### config.mk
export PLATFORM = sky130hd
export DESIGN_NAME = sswc_ctrl
export DESIGN_NICKNAME = d
export VERILOG_FILES = /design/src/design/sswc_pkg.sv /design/src/design/sswc_ctrl.sv
export SDC_FILE = /design/constraint.sdc
export NUM_CORES = 1
export LEC_CHECK = 0
export BUFFER_PORTS_ARGS = -buffer_cell sky130_fd_sc_hd__buf_2
export CAP_MARGIN = 40
export CORE_AREA = 5 5 42 44
export CTS_BUF_LIST = sky130_fd_sc_hd__clkbuf_16
export CTS_CLUSTER_SIZE = 20
export DETAILED_ROUTE_END_ITERATION = 16
export DIE_AREA = 0 0 47 49
export PLACE_DENSITY_LB_ADDON = 0.25
export SLEW_MARGIN = 5
export SYNTH_ARGS = -nofsm -noshare
export SYNTH_HDL_FRONTEND = slang
export SYNTH_SLANG_ARGS = --single-unit
### constraint.sdc
create_clock -name clk -period 1.85 [get_ports clk]
set_input_delay 0.4625 -clock clk [delete_from_list [all_inputs] [get_ports clk]]
set_output_delay 0.4625 -clock clk [all_outputs]
set_load 0.1 [all_outputs]
### src/design/sswc_pkg.sv
`timescale 1ns / 1ps
// Shared types, codes and sizes of the slot store with compaction.
package sswc_pkg;

	localparam int SLOTS = 128;
	localparam int SLOT_W = (SLOTS > 1) ? $clog2(SLOTS) : 1;
	localparam logic [7:0] SLOTS_B = 8'(SLOTS);
	localparam logic [7:0] EMPTY_CODE = 8'd30;
	localparam logic [7:0] NO_SLOT = 8'd255;

	// free-slot search: groups of eight slots
	localparam int GRP_SZ = 8;
	localparam int GRP_BW = 3;
	localparam int GRP_N = (SLOTS + GRP_SZ - 1) / GRP_SZ;
	localparam int GRP_IW = (GRP_N > 1) ? $clog2(GRP_N) : 1;

	localparam logic [1:0] CMD_ADD = 2'd0;
	localparam logic [1:0] CMD_CLR = 2'd1;
	localparam logic [1:0] CMD_RD = 2'd2;
	localparam logic [1:0] CMD_CMP = 2'd3;

	localparam logic [1:0] ST_OK = 2'd0;
	localparam logic [1:0] ST_FULL = 2'd1;
	localparam logic [1:0] ST_RANGE = 2'd2;

	typedef struct packed {
		logic [7:0] rtype;
		logic [7:0] spicy;
		logic [7:0] dry;
		logic [7:0] sweet;
		logic [7:0] bitter;
		logic [7:0] sour;
		logic [7:0] smooth;
	} rec_t;

	localparam int REC_W = $bits(rec_t);

	localparam rec_t EMPTY_REC = '{
		rtype: EMPTY_CODE, spicy: 8'd0, dry: 8'd0, sweet: 8'd0,
		bitter: 8'd0, sour: 8'd0, smooth: 8'd0
	};

	typedef struct packed {
		logic [1:0] cmd;
		logic [7:0] slot_index;
		logic [7:0] in_type;
		logic [7:0] in_spicy;
		logic [7:0] in_dry;
		logic [7:0] in_sweet;
		logic [7:0] in_bitter;
		logic [7:0] in_sour;
		logic [7:0] in_smooth;
	} cmd_item_t;

	typedef struct packed {
		logic [1:0] status;
		logic [7:0] result_slot;
		logic [7:0] out_type;
		logic [7:0] out_spicy;
		logic [7:0] out_dry;
		logic [7:0] out_sweet;
		logic [7:0] out_bitter;
		logic [7:0] out_sour;
		logic [7:0] out_smooth;
		logic [7:0] filled_count;
	} rsp_item_t;

	// controller -> datapath
	typedef struct packed {
		logic load;          // input transfer, latch item and start read
		logic add_go;        // add: write lowest free slot
		logic clr_go;        // clear one slot
		logic cmp_step;      // compaction: handle one slot
		logic out_from_res;  // final cycle, output register free
		logic hold_from_res; // final cycle, output register busy
		logic out_from_hold;
	} dp_ctl_t;

	// datapath -> controller
	typedef struct packed {
		logic cmp_last;
	} dp_sts_t;

endpackage

### src/design/sswc_ctrl.sv
`timescale 1ns / 1ps
// Controller: command sequencing and both channel handshakes.
module sswc_ctrl (
	input  logic              clk,
	input  logic              arst_n,
	input  logic              cmd_valid,
	input  logic [1:0]        cmd_code,
	output logic              cmd_stall,
	output logic              rsp_valid,
	input  logic              rsp_stall,
	output sswc_pkg::dp_ctl_t ctl,
	input  sswc_pkg::dp_sts_t sts
);

	typedef enum logic [5:0] {
		S_IDLE = 6'b000001,
		S_ADD  = 6'b000010,
		S_CLR  = 6'b000100,
		S_RD   = 6'b001000,
		S_CMP  = 6'b010000,
		S_WAIT = 6'b100000
	} state_t;

	state_t state_q;
	state_t state_d;
	logic rsp_valid_q;
	logic take;
	logic out_free;
	logic fin;

	assign take = cmd_valid & (state_q == S_IDLE);
	assign out_free = ~rsp_valid_q | ~rsp_stall;
	assign fin = (state_q == S_ADD) | (state_q == S_CLR) | (state_q == S_RD) |
		((state_q == S_CMP) & sts.cmp_last);

	always_comb begin
		state_d = state_q;
		case (state_q)
			S_IDLE: begin
				if (cmd_valid) begin
					case (cmd_code)
						sswc_pkg::CMD_ADD: state_d = S_ADD;
						sswc_pkg::CMD_CLR: state_d = S_CLR;
						sswc_pkg::CMD_RD: state_d = S_RD;
						sswc_pkg::CMD_CMP: state_d = S_CMP;
						default: state_d = S_IDLE;
					endcase
				end
			end
			S_ADD, S_CLR, S_RD: begin
				state_d = out_free ? S_IDLE : S_WAIT;
			end
			S_CMP: begin
				if (sts.cmp_last) begin
					state_d = out_free ? S_IDLE : S_WAIT;
				end
			end
			S_WAIT: begin
				if (out_free) begin
					state_d = S_IDLE;
				end
			end
			default: state_d = S_IDLE;
		endcase
	end

	always_comb begin
		ctl.load = take;
		ctl.add_go = state_q == S_ADD;
		ctl.clr_go = state_q == S_CLR;
		ctl.cmp_step = state_q == S_CMP;
		ctl.out_from_res = fin & out_free;
		ctl.hold_from_res = fin & ~out_free;
		ctl.out_from_hold = (state_q == S_WAIT) & out_free;
	end

	always_ff @(posedge clk or negedge arst_n) begin
		if (!arst_n) begin
			state_q <= S_IDLE;
			rsp_valid_q <= 1'b0;
		end else begin
			state_q <= state_d;
			if (ctl.out_from_res || ctl.out_from_hold) begin
				rsp_valid_q <= 1'b1;
			end else if (!rsp_stall) begin
				rsp_valid_q <= 1'b0;
			end
		end
	end

	assign cmd_stall = state_q != S_IDLE;
	assign rsp_valid = rsp_valid_q;

endmodule

==> flow_summary.toml, run 1 <==
[grt]
grt_pass1_vias = 449
grt_usage = 0.114
grt_max_degree = 8
antenna_found_initial = 0
grt_pass1_wl_mm = 1.92
grt_overflow = 0

[synth]
synth_commonest_cells = "dfrtp_1, nand2_1, nand3_1"
synth_top_area_cell = "dfrtp_1"
synth_edf_count = 0
synth_nets = 51
synth_ff_type = "dfrtp_1"
ys_seq_elements = 7
netlist.area_leader.share = 0.370
avgSynthCellArea_um2 = 9.21
synth_cell_types = 22
yosys-top-cells-area = "dfrtp_1, dfstp_2, nand3_1, a21oi_1, nor3_1"
syn_area_um2 = 405
synthCells = 44
async_flop_share = 1.00
yosysSeqAreaShare = 0.435
yosys_warnings = 0
yosysMostFrequentCell = "dfrtp_1"

[critical_path]
worstPathMaxFanout = 5
r2r_start = "state_q[4]"
endpoint_kind = "output port"
ff2ff_path_depth = 6
cp_num_buf_inv = 1
rr_endpoint = "rsp_valid"
crit_slowest_cell = "dfrtp_2"
critPathRequiredTime_ns = 1.39
reg2reg_slack_ns = 0.33
crit_end = "ctl[1]"
critical_path.startpoint = "state_q[4]"
crit_chain = "nor2b_2 -> and3_4 -> a21oi_4 -> nor2_4 -> buf_12"
cp-start-kind = "register"
arrival_ns = 1.54
crit_cells = 5
path_class = "register to output port"
slowest_delay_ns = 0.45
cpLargestDelayFamily = "flip-flops"

[clocking]
clkSlewWorstSetupHoldPaths_ns = 0.04
cts_made_buffers = 3
root_buffer = "clkbuf_16"
insertion_delay_ns = 0.23
numClockSinks = 7
cts_max_level = 1
clockBufferDepth = 2
cts_tree = "done"

[power_and_ir_drop]
p_per_area_nw_per_um2 = 1030
irDropWorstVdd_mv = 0.696
power_w = 0.000893
leakage_nw = 0.385

[place]
dpl_cell_area_um2 = 659
hpwl_um = 813
gp_congestion = 0.766
io_buffers = 15

[route]
dr.pass1.iters = 3
drt_iter0_markers = 7
wirelength_mm = 1.24
wire_per_inst_um = 14.3
ant_nets = 0
vias = 438
drc = 0
viasPerCell = 5.03

[floorplanning]
die_y_um = 49
num_io_pins = 16
die-area_um2 = 2300
num_rows = 14
core_area_um2 = 1400
dieWidth_um = 47
floorplan.initialDensity = 0.289

[timing]
finalWorstSetupSlack_ns = -0.157
fin_crit_sh = 1.08
tightest_slew_ns = 0.484
drv_slew = 0
hold_viol = 0
timing.slew.headroom = 0.680
fin_skew_ns = 0.000773
setup-violations-final = 4
rsz0062_at_grt = "true"
period_minus_slack_ns = 2.01
tns_ns = -0.425
max_freq_mhz = 498
fin_hold_ws_ns = 0.0543

[finish]
insertedDiodeCount = 0
drive_above_1_share = 0.718
final_area_um2 = 863
syn_to_final_growth_pct = 113
fin_nets = 79
nFillCells = 124

[status]
violations = "setup timing"
status = "finished, violations left"

[run]
maxCapViolations = 0

[min_path]
holdCritPathClass = "primary input to async pin"
where the power goes:
group | internal, W | switching [W] | leakage, nW
clock | 0.000281 | 0.0000796 | 0.0423
sequential | 0.000172 | 0.0000261 | 0.0849
combinational | 0.000128 | 0.000207 | 0.258
total | 0.000580 | 0.000313 | 0.385
cell type report:
class / count / area (µm²) / share of cell area
inverters: 2 / 7.51 / 0.00870
repair buffers: 24 / 267 / 0.309
multi-input cells: 34 / 308 / 0.357
well taps: 16 / 20.0 / 0.0232
clock inverters: 1 / 3.75 / 0.00435
flip-flops and latches: 7 / 183 / 0.212
clock buffers: 3 / 75.1 / 0.0870
placed cells by master, fill, tap and decap left out, types with 2 or more instances in the layout:
cell type  Yosys  final
buf_12         0      8
nor3_1         3      2
nor2_4         0      3
nor2b_2        0      2
a21oi_4        0      3
nand3_1        4      2
o21ai_0        3      3
clkbuf_16      0      3
dfrtp_2        0      5
nand2_1        4      3
inv_2          0      2
nor3b_1        2      2
buf_4          1      8
buf_2          0      7
registers in the layout (all words and copies together), names as in the netlist:
name / cells
rsp_valid: 1
state_q: 6
metrics by stage:
step / setup slack, ns / utilization / cells
final: -0.157 / 0.616 / 87
after global routing: -0.211 / 0.616 / 87
after CTS: -0.158 / 0.559 / 81
after detailed placement: 0.103 / 0.471 / 75
after global placement: 0.0670 / 0.471 / 75
after floorplan: -0.287 / - / 44
how the worst min path moves through the flow:
stage | from | endpoint | depth (start not counted)
global placement | arst_n | state_q[2] | 1
finish | arst_n | state_q[5] | 1
detailed placement | arst_n | state_q[1] | 1
CTS | arst_n | state_q[5] | 1
global route | arst_n | state_q[1] | 1
floorplan | arst_n | rsp_valid | 0
worst reg2reg max path, cell delays in order, from the launching register on:
cell and delay, ns:
dfrtp_2 0.45, nor2b_2 0.19, and3_4 0.19, a21oi_4 0.25, buf_4 0.15, buf_4 0.09, nand3_1 0.06
per-layer routing:
metal  vias to the layer above  global-route usage  part of all wire
li1                        214                   -                 -
met1                       212               0.133              0.42
met2                        10               0.188              0.54
met3                         2              0.0258             0.030
met4                         0              0.0553             0.014
met5                         -                   0                 0
cell families after synthesis:
logic type	after synthesis	share of synthesized area
AOI/OAI and AO/OA	10	0.170
xor gates and xnor gates	1	0.0216
buffers and inverters	3	0.0371
DFF	7	0.435
and+or+nand+nor	23	0.336
timing repair:
item / in CTS / in global routing
endpoints found under the hold margin: 0 / 0
hold buffers: 0 / 0
buffers inserted: 2 / 6
setup endpoints to repair: 5 / 7
pin swaps: 1 / 3
gates cloned: 0 / 0
resized for setup: 9 / 10
Power figures use the tool's default switching activity.
==> inputs of run 2 (changes only) <==
Settings changed: CORE_AREA 5 5 42 44 to unset, CORE_MARGIN set to 5, CORE_UTILIZATION set to 24, DIE_AREA 0 0 47 49 to unset.
==> run 2 against run 1 <==
Effect of this change: the flow still finishes with violations (setup timing); total power decreased by 4.3%; hold slack got worse by 0.0021 ns; cell area decreased by 5.5%; utilization decreased by 9.3 points; maximum frequency increased by 0.53%; register-to-register slack improved by 0.06 ns; sequential share of layout area increased by 1.4 points; first-iteration DRC count decreased by 100%; highest routed layer unchanged; sequential power about the same.
==> flow_summary.toml, run 2 (synthesized netlist as in run 1, its figures left out) <==
[status]
status = "finished, violations left"
violations = "setup timing"

[grt]
antenna_found_initial = 0
grt_pass1_vias = 412
grt_usage = 0.0991
grt_max_degree = 8
grt_pass1_wl_mm = 1.82
grt_overflow = 0

[finish]
largest_reg_flops = 6
fin_nets = 74
insertedDiodeCount = 0
final_cell_mix = "buf_2, buf_12, dfrtp_2"
regMostFlops = "state_q"
syn_to_final_growth_pct = 101
nFillCells = 129
drive_above_1_share = 0.697

[timing]
drv_slew = 0
rsz0062_at_grt = "true"
tns_ns = -0.367
finalWorstSetupSlack_ns = -0.146
timing.slew.headroom = 0.676
fin_crit_sh = 1.08
setup-violations-final = 3
tightest_slew_ns = 0.490
hold_viol = 0
fin_skew_ns = 0.00236
period_minus_slack_ns = 2.00
max_freq_mhz = 501

[power_and_ir_drop]
irDropWorstVdd_mv = 0.719
p_per_area_nw_per_um2 = 1050
power_w = 0.000855
leakage_nw = 0.357

[critical_path]
reg2reg_slack_ns = 0.39
crit_end = "ctl[2]"
slowest_delay_ns = 0.43
path_class = "register to output port"
crit_slowest_cell = "dfrtp_2"
rr_endpoint = "state_q[3]"
endpoint_kind = "output port"
worstPathMaxFanout = 4
ff2ff_path_depth = 4
cp-start-kind = "register"
r2r_start = "state_q[0]"
arrival_ns = 1.53
crit_chain = "xor2_1 -> o211a_1 -> a21oi_4 -> a21oi_4 -> buf_12"
cp_common_cell = "a21oi_4"
critical_path.startpoint = "state_q[2]"
critPathRequiredTime_ns = 1.39

[route]
vias = 405
ant_nets = 0
wire_per_inst_um = 13.0
drt_iter0_markers = 0
wirelength_mm = 1.06
drc = 0
dr.pass1.iters = 1
viasPerCell = 4.94

[place]
gp_congestion = 0.855
io_buffers = 15
hpwl_um = 830

[clocking]
numClockSinks = 7
cts_max_level = 1
cts_made_buffers = 3
cts_tree = "done"
clockBufferDepth = 2
insertion_delay_ns = 0.23
root_buffer = "clkbuf_16"
cts_hold_buf = 0
clkSlewWorstSetupHoldPaths_ns = 0.04

[floorplanning]
die-area_um2 = 2610
die_y_um = 51.1
num_rows = 14
dieWidth_um = 51.1
floorplan.initialDensity = 0.260
core_area_um2 = 1560
num_io_pins = 16

[min_path]
holdCritPathClass = "primary input to async pin"

[run]
maxCapViolations = 0
-- run 2: cell types whose count changed in the layout (fill, tap and decap cells not counted) --
cell and change:
dfrtp_1 -1, buf_4 -5, buf_6 +1, dfrtp_2 +1
nand2_2 -1, buf_12 -1, nand2_1 +1
-- run 2: layout make-up --
cell class / count / area (µm²) / area share
sequential: 7 / 184 / 0.225
clock inverter: 1 / 3.75 / 0.00460
tap: 16 / 20.0 / 0.0245
inverter: 2 / 7.51 / 0.00920
clock buffer: 3 / 75.1 / 0.0920
multi-input combinational: 34 / 305 / 0.374
timing repair buffer: 19 / 220 / 0.270
-- run 2: how the worst min path moves through the flow --
stage / startpoint / end / slack [ns]
finish: arst_n / state_q[1] / 0.05
global route: arst_n / state_q[1] / 0.06
CTS: arst_n / state_q[2] / 0.06
detailed placement: arst_n / state_q[1] / 0.30
global placement: arst_n / state_q[3] / 0.30
floorplan: arst_n / rsp_valid / 0.17
-- run 2: power breakdown --
part | total [W] | leakage [nW] | switching [W] | internal [W]
combinational | 0.000294 | 0.231 | 0.000197 | 0.0000976
clock | 0.000363 | 0.0423 | 0.0000822 | 0.000281
sequential | 0.000197 | 0.0833 | 0.0000256 | 0.000172
total | 0.000855 | 0.357 | 0.000304 | 0.000550
-- run 2: critical path: cells and delay by family, from the launching register on --
kind            cells  cell delay, ns
compound gates      3            0.52
xor+xnor            1            0.19
buf+inv             1            0.17
flops               1            0.43
-- run 2: metal layers --
layer / up-vias / part of all wire / GRT usage
li1: 204 / - / -
met1: 185 / 0.46 / 0.110
met2: 11 / 0.46 / 0.144
met3: 5 / 0.039 / 0.0378
met4: 0 / 0.037 / 0.0942
met5: - / 0 / 0
-- run 2: per-stage QoR --
step	instance area, µm²	util	setup slack, ns	std cells	hold WS, ns
3_3_place_gp	667	0.428	0.0770	76	0.298
3_5_place_dp	667	0.428	0.0835	76	0.301
6_report	816	0.523	-0.146	82	0.0523
2_1_floorplan	459	-	-0.287	44	0.167
5_1_grt	816	0.523	-0.203	82	0.0620
4_1_cts	776	0.498	-0.149	80	0.0559
-- run 2: what timing repair did --
item	4_1_cts	5_1_grt
setup buffers	0	2
pin swaps	1	1
gates resized for setup	10	7
hold endpoints to repair	0	0
endpoints found under the setup margin	6	6
==> inputs of run 3 (changes only) <==
==> constraint.sdc (replaced) <==
create_clock -name clk -period 1.85 [get_ports clk]
set_input_delay 0.2775 -clock clk [delete_from_list [all_inputs] [get_ports clk]]
set_output_delay 0.2775 -clock clk [all_outputs]
set_load 0.1 [all_outputs]
==> run 3 against run 2 <==
Effect of this change: critical path type unchanged; largest cell class unchanged; clock power decreased by 1%; the flow now finishes without violations; count of clock-buffer cells in the layout unchanged; global-route usage decreased by 0.48 points; first-iteration DRC count increased by 2; critical path depth unchanged; sequential share of layout area decreased by 0.37 points; largest power group unchanged; clock skew decreased by 0.00098 ns.
==> flow_summary.toml, run 3 (synthesized netlist as in run 1, its figures left out) <==
[floorplanning]
floorplan.initialDensity = 0.260
num_io_pins = 16
num_rows = 14
core_area_um2 = 1560
die_y_um = 51.1
dieWidth_um = 51.1
die-area_um2 = 2610

[critical_path]
path_class = "register to output port"
worstPathMaxFanout = 4
cp-start-kind = "register"
cp_common_cell = "a21oi_4"
cpLargestDelayFamily = "compound AO/OA/AOI/OAI gates"
slowest_delay_ns = 0.43
endpoint_kind = "output port"
crit_slowest_cell = "dfrtp_1"
arrival_ns = 1.54
crit_chain = "xor2_1 -> o211a_1 -> a21oi_4 -> a21oi_4 -> buf_12"
critPathRequiredTime_ns = 1.57
cp_num_buf_inv = 1

[place]
dpl_cell_area_um2 = 652
gp_congestion = 0.741
io_buffers = 15
hpwl_um = 781
dp.cells = 74
dp_slack_ns = 0.195

[finish]
insertedDiodeCount = 0
nFillCells = 132
final_cell_mix = "buf_2, buf_12, buf_4"
largest_reg_flops = 6
final_area_um2 = 818
multi_input_area_um2 = 295
final_common_cell = "buf_2"
seq_area_um2 = 181
syn_to_final_growth_pct = 102
drive_above_1_share = 0.623
fin_nets = 77
final_cells = 85
regMostFlops = "state_q"

[clocking]
clockBufferDepth = 2
cts_made_buffers = 3
cts_max_level = 1
numClockSinks = 7
root_buffer = "clkbuf_16"
insertion_delay_ns = 0.23
clkSlewWorstSetupHoldPaths_ns = 0.03
cts_tree = "done"

[timing]
max_freq_mhz = 549
period_minus_slack_ns = 1.82
tns_ns = 0
drv_slew = 0
hold_viol = 0
fin_skew_ns = 0.00138
timing.slew.headroom = 0.677
tightest_slew_ns = 0.487
finalWorstSetupSlack_ns = 0.0292
setup-violations-final = 0
fin_crit_sh = 0.984

[route]
dr.pass1.iters = 2
vias = 412
wire_per_inst_um = 12.5
viasPerCell = 4.85
drt_iter0_markers = 2
wirelength_mm = 1.07
drc = 0
ant_nets = 0

[grt]
antenna_found_initial = 0
grt_max_degree = 8
grt_overflow = 0
grt_pass1_vias = 430
grt_pass1_wl_mm = 1.78
grt_usage = 0.0943

[status]
status = "complete, no violations"

[run]
maxCapViolations = 0

[min_path]
holdCritPathClass = "primary input to register"

[power_and_ir_drop]
leakage_nw = 0.374
p_per_area_nw_per_um2 = 1040
irDropWorstVdd_mv = 0.792
## run 3: cell types whose count changed in the layout (fill, tap and decap cells not counted), sizes merged
| cell | change |
|---|---|
| buf | +2 |
| dlygate4sd3 | +1 |
## run 3: through the flow
stage	utilization	hold slack [ns]	power, W
after floorplan	-	-0.0181	0.000385
after global placement	0.418	0.113	0.000450
after detailed placement	0.418	0.115	0.000451
after CTS	0.484	0.238	0.000825
after global routing	0.525	0.237	0.000892
final	0.525	0.236	0.000851
## run 3: final timing paths
path	start	endpoint	slack (ns)	cells after the start
setup / recovery	state_q[2]	ctl[2]	0.03	5
hold / removal	cmd_code[1]	state_q[1]	0.24	2
setup reg to reg	state_q[0]	state_q[3]	0.42	4
hold reg to reg	state_q[4]	state_q[1]	0.68	3
max in group asynchronous	arst_n	state_q[0]	1.22	2
min in group asynchronous	arst_n	state_q[4]	0.41	2
## run 3: what timing repair did
item,CTS,global route
hold endpoints to repair,6,0
hold buffers,1,0
cloned,0,0
pin swaps,1,2
buffers inserted,0,6
setup endpoints to repair,1,3
gates resized for setup,2,7
## run 3: routing by layer
metal	global-route usage	vias to the layer above	share of wire
li1	-	208	-
met1	0.105	190	0.43
met2	0.137	11	0.49
met3	0.0320	3	0.044
met4	0.0942	0	0.034
met5	0	-	0
## run 3: layout make-up
class	count	area share
Multi-Input combinational cell	34	0.361
Timing Repair Buffer	22	0.287
Sequential cell	7	0.222
Clock buffer	3	0.0917
Tap cell	16	0.0245
Inverter	2	0.00917
Clock inverter	1	0.00459
## run 3: power breakdown
group          internal, W  switching (W)  total (W)
Combinational     0.000101       0.000196   0.000297
Clock             0.000281      0.0000771   0.000358
Sequential        0.000171      0.0000245   0.000196
Total             0.000553       0.000297   0.000851
